File: src/sv/mandelbrot_escape_time_pixel_assert.svh
// Assertion macros for the RTL of the escape-time pixel block.
// Each macro takes a label, an antecedent and a consequent.
`ifndef MANDELBROT_ESCAPE_TIME_PIXEL_ASSERT_SVH
`define MANDELBROT_ESCAPE_TIME_PIXEL_ASSERT_SVH
`ifndef SYNTHESIS
// Same-cycle implication.
`define MET_ASSERT_IMP(lbl, ante, cons) \
  lbl: assert property (@(posedge clk) disable iff (rst) (ante) |-> (cons)) \
    else $error("mandelbrot escape time: check failed");
// Next-cycle implication.
`define MET_ASSERT_NXT(lbl, ante, cons) \
  lbl: assert property (@(posedge clk) disable iff (rst) (ante) |=> (cons)) \
    else $error("mandelbrot escape time: check failed");
`else
`define MET_ASSERT_IMP(lbl, ante, cons)
`define MET_ASSERT_NXT(lbl, ante, cons)
`endif
`endif

File: src/sv/met_mult.sv
module met_mult (
  input  logic               clk,
  input  logic signed [31:0] a,
  input  logic signed [31:0] b,
  output logic signed [63:0] p
);

  // Shared signed multiplier with a registered product.
  always_ff @(posedge clk) begin
    p <= a * b;
  end

endmodule

File: config.mk
export PLATFORM = sky130hd
export DESIGN_NAME = met_mult
export DESIGN_NICKNAME = d
export VERILOG_FILES = /design/src/sv/mandelbrot_escape_time_pixel_assert.svh /design/src/sv/met_mult.sv
export SDC_FILE = /design/constraint.sdc
export NUM_CORES = 2
export LEC_CHECK = 0
export BUFFER_PORTS_ARGS = -buffer_cell sky130_fd_sc_hd__buf_4
export CORE_ASPECT_RATIO = 0.7
export CORE_MARGIN = 10
export CORE_UTILIZATION = 52
export DETAILED_ROUTE_END_ITERATION = 6
export PLACE_DENSITY = 0.77
export SYNTH_ARGS = -nofsm -noshare
export SYNTH_HDL_FRONTEND = slang
export SYNTH_SLANG_ARGS = --single-unit
File: constraint.sdc
create_clock -name clk -period 12.1 [get_ports clk]
set_input_delay 3.63 -clock clk [delete_from_list [all_inputs] [get_ports clk]]
set_output_delay 3.63 -clock clk [all_outputs]
set_load 0.05 [all_outputs]
==> metrics.txt <==
CP endpoint kind flip-flop; slew margin rel. 49.11%; Least-Margin Pin Slew 0.7575 ns; CP startpoint kind input pin; Slew Viols, Final 0; Yosys top cell area share 58.16%; post-CTS sizing 0; largest registers p: 64 flops; drt first pass iters 6; Routed Antenna Nets 0; critical path peak fanout 32; Syn Nets 5,215; hold path start b[0]; Max clock buf depth 2; status finished clean; drt total wl 100,300 um; Placer Congestion 0.9139; Post-synth EDFFs 0; Rows 81; Final #Nets between 5,000 and 6,000; Filler Cell Count about 6,000; first-pass GRT wire length 163,600 um; part of the cycle the worst path needs 94.81%; cell count after synthesis 3,884; Die Wd 339.9 um; die area between 80,000 and 90,000 sq um; DRC violations left 0; Synth Flop Type dfxtp_1; HPWL after DPL 82,830 um; setup TNS 0 ns; share of layout cells above drive strength 1 under 10%; vias in the first global route 28,316; RSZ-0062 raised after global routing false; final setup vio count 0; largest net degree at the start of global routing 33; core box area around 70,000 sq um; Async SR Flop Fraction 0%; CTS Sinks 64; Final Util 55.31%; CTS tree built; initial antenna violation count 4; Critical Path AT 11.77 ns; Starting Density 52.87%; clock period minus final worst setup slack 11.47 ns; Worst EP required 12.40 ns; Crit Path Class input pin to flip-flop; area delta synth->final 4.603%; drt via density roughly 5.3; Fin. Hold Viols 0; Yosys warning count 0; sequential share of the synthesized area 3.440%; Top reg by flops p; final instance area 38,960 sq um; Fmax achieved 0.08717 GHz; Vias between 20,000 and 30,000; library cells used by synthesis 63; sink of the worst hold path p[0]$_DFF_P_; Placed Area a little under 40,000 sq um; DRC marker count from the first detailed-route iteration roughly 1,900; #FFs+latches synth 64; Hold Buf Count CTS 0; synthesized area ~37,000 sq um; Synth top cells by count fa_1, inv_1, and2_1; Max H-tree Level 3; most common cell in the netlist fa_1; Port Buf Inserts between 100 and 150; synth top area cells fa_1, inv_1, and2_1, ha_1, nand2_1; syn avg cell area 9.589 sq um; max reg flops 64; Clock transition at path regs 0.06 ns; total CTS buffers 9; max_cap viols 0; Hold Path Depth 2; CTS Root Cell clkbuf_16; grt total ovfl 0; Tightest Hold Check Type input pin to flip-flop; I/O pins 129; Die Height 243.9 um; Tot GR Track Use 25.33%; Post-CTS Setup Inserts 0; cell taking the most area after synthesis fa_1; WL per Instance 20.95 um
-- kinds of logic after synthesis --
kind of cell	count (synthesis)	share of synthesized area, %
xor gates and xnor gates	75	1.764
and+or+nand+nor	1134	15.37
DFF	64	3.440
adders and majority gates	1266	64.34
AOI/OAI and AO/OA	193	3.464
buffers and inverters	1152	11.62
-- per-layer routing --
| metal | wire length [um] | global-route usage (%) | vias to the layer above |
|---|---|---|---|
| met5 | 57 | 0.2312 | - |
| met4 | 1286 | 4.041 | 8 |
| met3 | 16580 | 13.05 | 97 |
| met2 | 39330 | 33.47 | 1393 |
| met1 | 43030 | 37.01 | 13152 |
| li1 | - | - | 10911 |
-- worst max-delay path, stage by stage --
cell	delay, ns
buf_4	0.39
and2_1	0.24
fa_1	0.46
fa_1	0.50
fa_1	0.52
inv_1	0.06
fa_1	0.48
inv_1	0.06
fa_1	0.50
inv_1	0.05
fa_1	0.54
inv_1	0.05
fa_1	0.50
fa_1	0.43
ha_1	0.39
nand4_1	0.31
nor2_1	0.09
nor3_1	0.63
o21ai_0	0.24
a21oi_1	0.43
o211ai_1	0.35
a2111oi_1	0.46
o21bai_1	0.13
a21oi_1	0.18
xnor2_1	0.13
-- worst max path at each step --
| stage | startpoint | to | slack, ns | cells past startpoint |
|---|---|---|---|---|
| 6_report | a[12] | p[60]$_DFF_P_ | 0.63 | 25 |
| 5_1_grt | b[5] | p[62]$_DFF_P_ | 0.27 | 25 |
| 4_1_cts | b[5] | p[62]$_DFF_P_ | 0.67 | 25 |
| 3_5_place_dp | b[5] | p[62]$_DFF_P_ | 0.32 | 25 |
| 3_3_place_gp | a[9] | p[60]$_DFF_P_ | 0.48 | 26 |
| 2_1_floorplan | b[2] | p[62]$_DFF_P_ | 1.21 | 24 |
-- area by class of cell --
cell class | instances | area (sq um) | share of cell area (%)
Multi-Input combinational cell | 2668 | 31630 | 81.20
Inverter | 952 | 3573 | 9.173
Sequential cell | 64 | 1281 | 3.289
Tap cell | 954 | 1194 | 3.064
Timing Repair Buffer | 133 | 998.5 | 2.563
Clock buffer | 10 | 229.0 | 0.5878
Clock inverter | 6 | 45.04 | 0.1156
Antenna cell | 1 | 2.502 | 0.006424
-- per-stage QoR --
step | hold WS, ns | setup slack [ns] | std cells
finish | 3.744 | 0.6282 | 4788
global route | 3.741 | 0.2651 | 4787
CTS | 3.718 | 0.6675 | 4787
detailed placement | 4.083 | 0.3156 | 4771
global placement | 4.084 | 0.4755 | 4771
floorplan | 3.757 | 1.209 | 3884
-- cells in the final DEF (no fill, tap or decap), drive strengths merged, types with 9 or more instances in the layout --
cell | Yosys | final
xor2 | 22 | 22
nor2 | 42 | 42
o21ai | 31 | 31
clkbuf | 195 | 10
dfxtp | 64 | 64
nand2 | 511 | 511
and2 | 516 | 516
nand2b | 9 | 9
a31oi | 13 | 13
a21o | 25 | 25
ha | 184 | 184
o21bai | 15 | 15
a21oi | 68 | 68
inv | 952 | 953
and3 | 9 | 9
nand3 | 15 | 15
xnor2 | 53 | 53
fa | 1082 | 1082
buf | 5 | 133
Power is left out: the tool's default activity adds up to more than one toggle a clock period on the data nets, which glitch-free logic cannot reach.
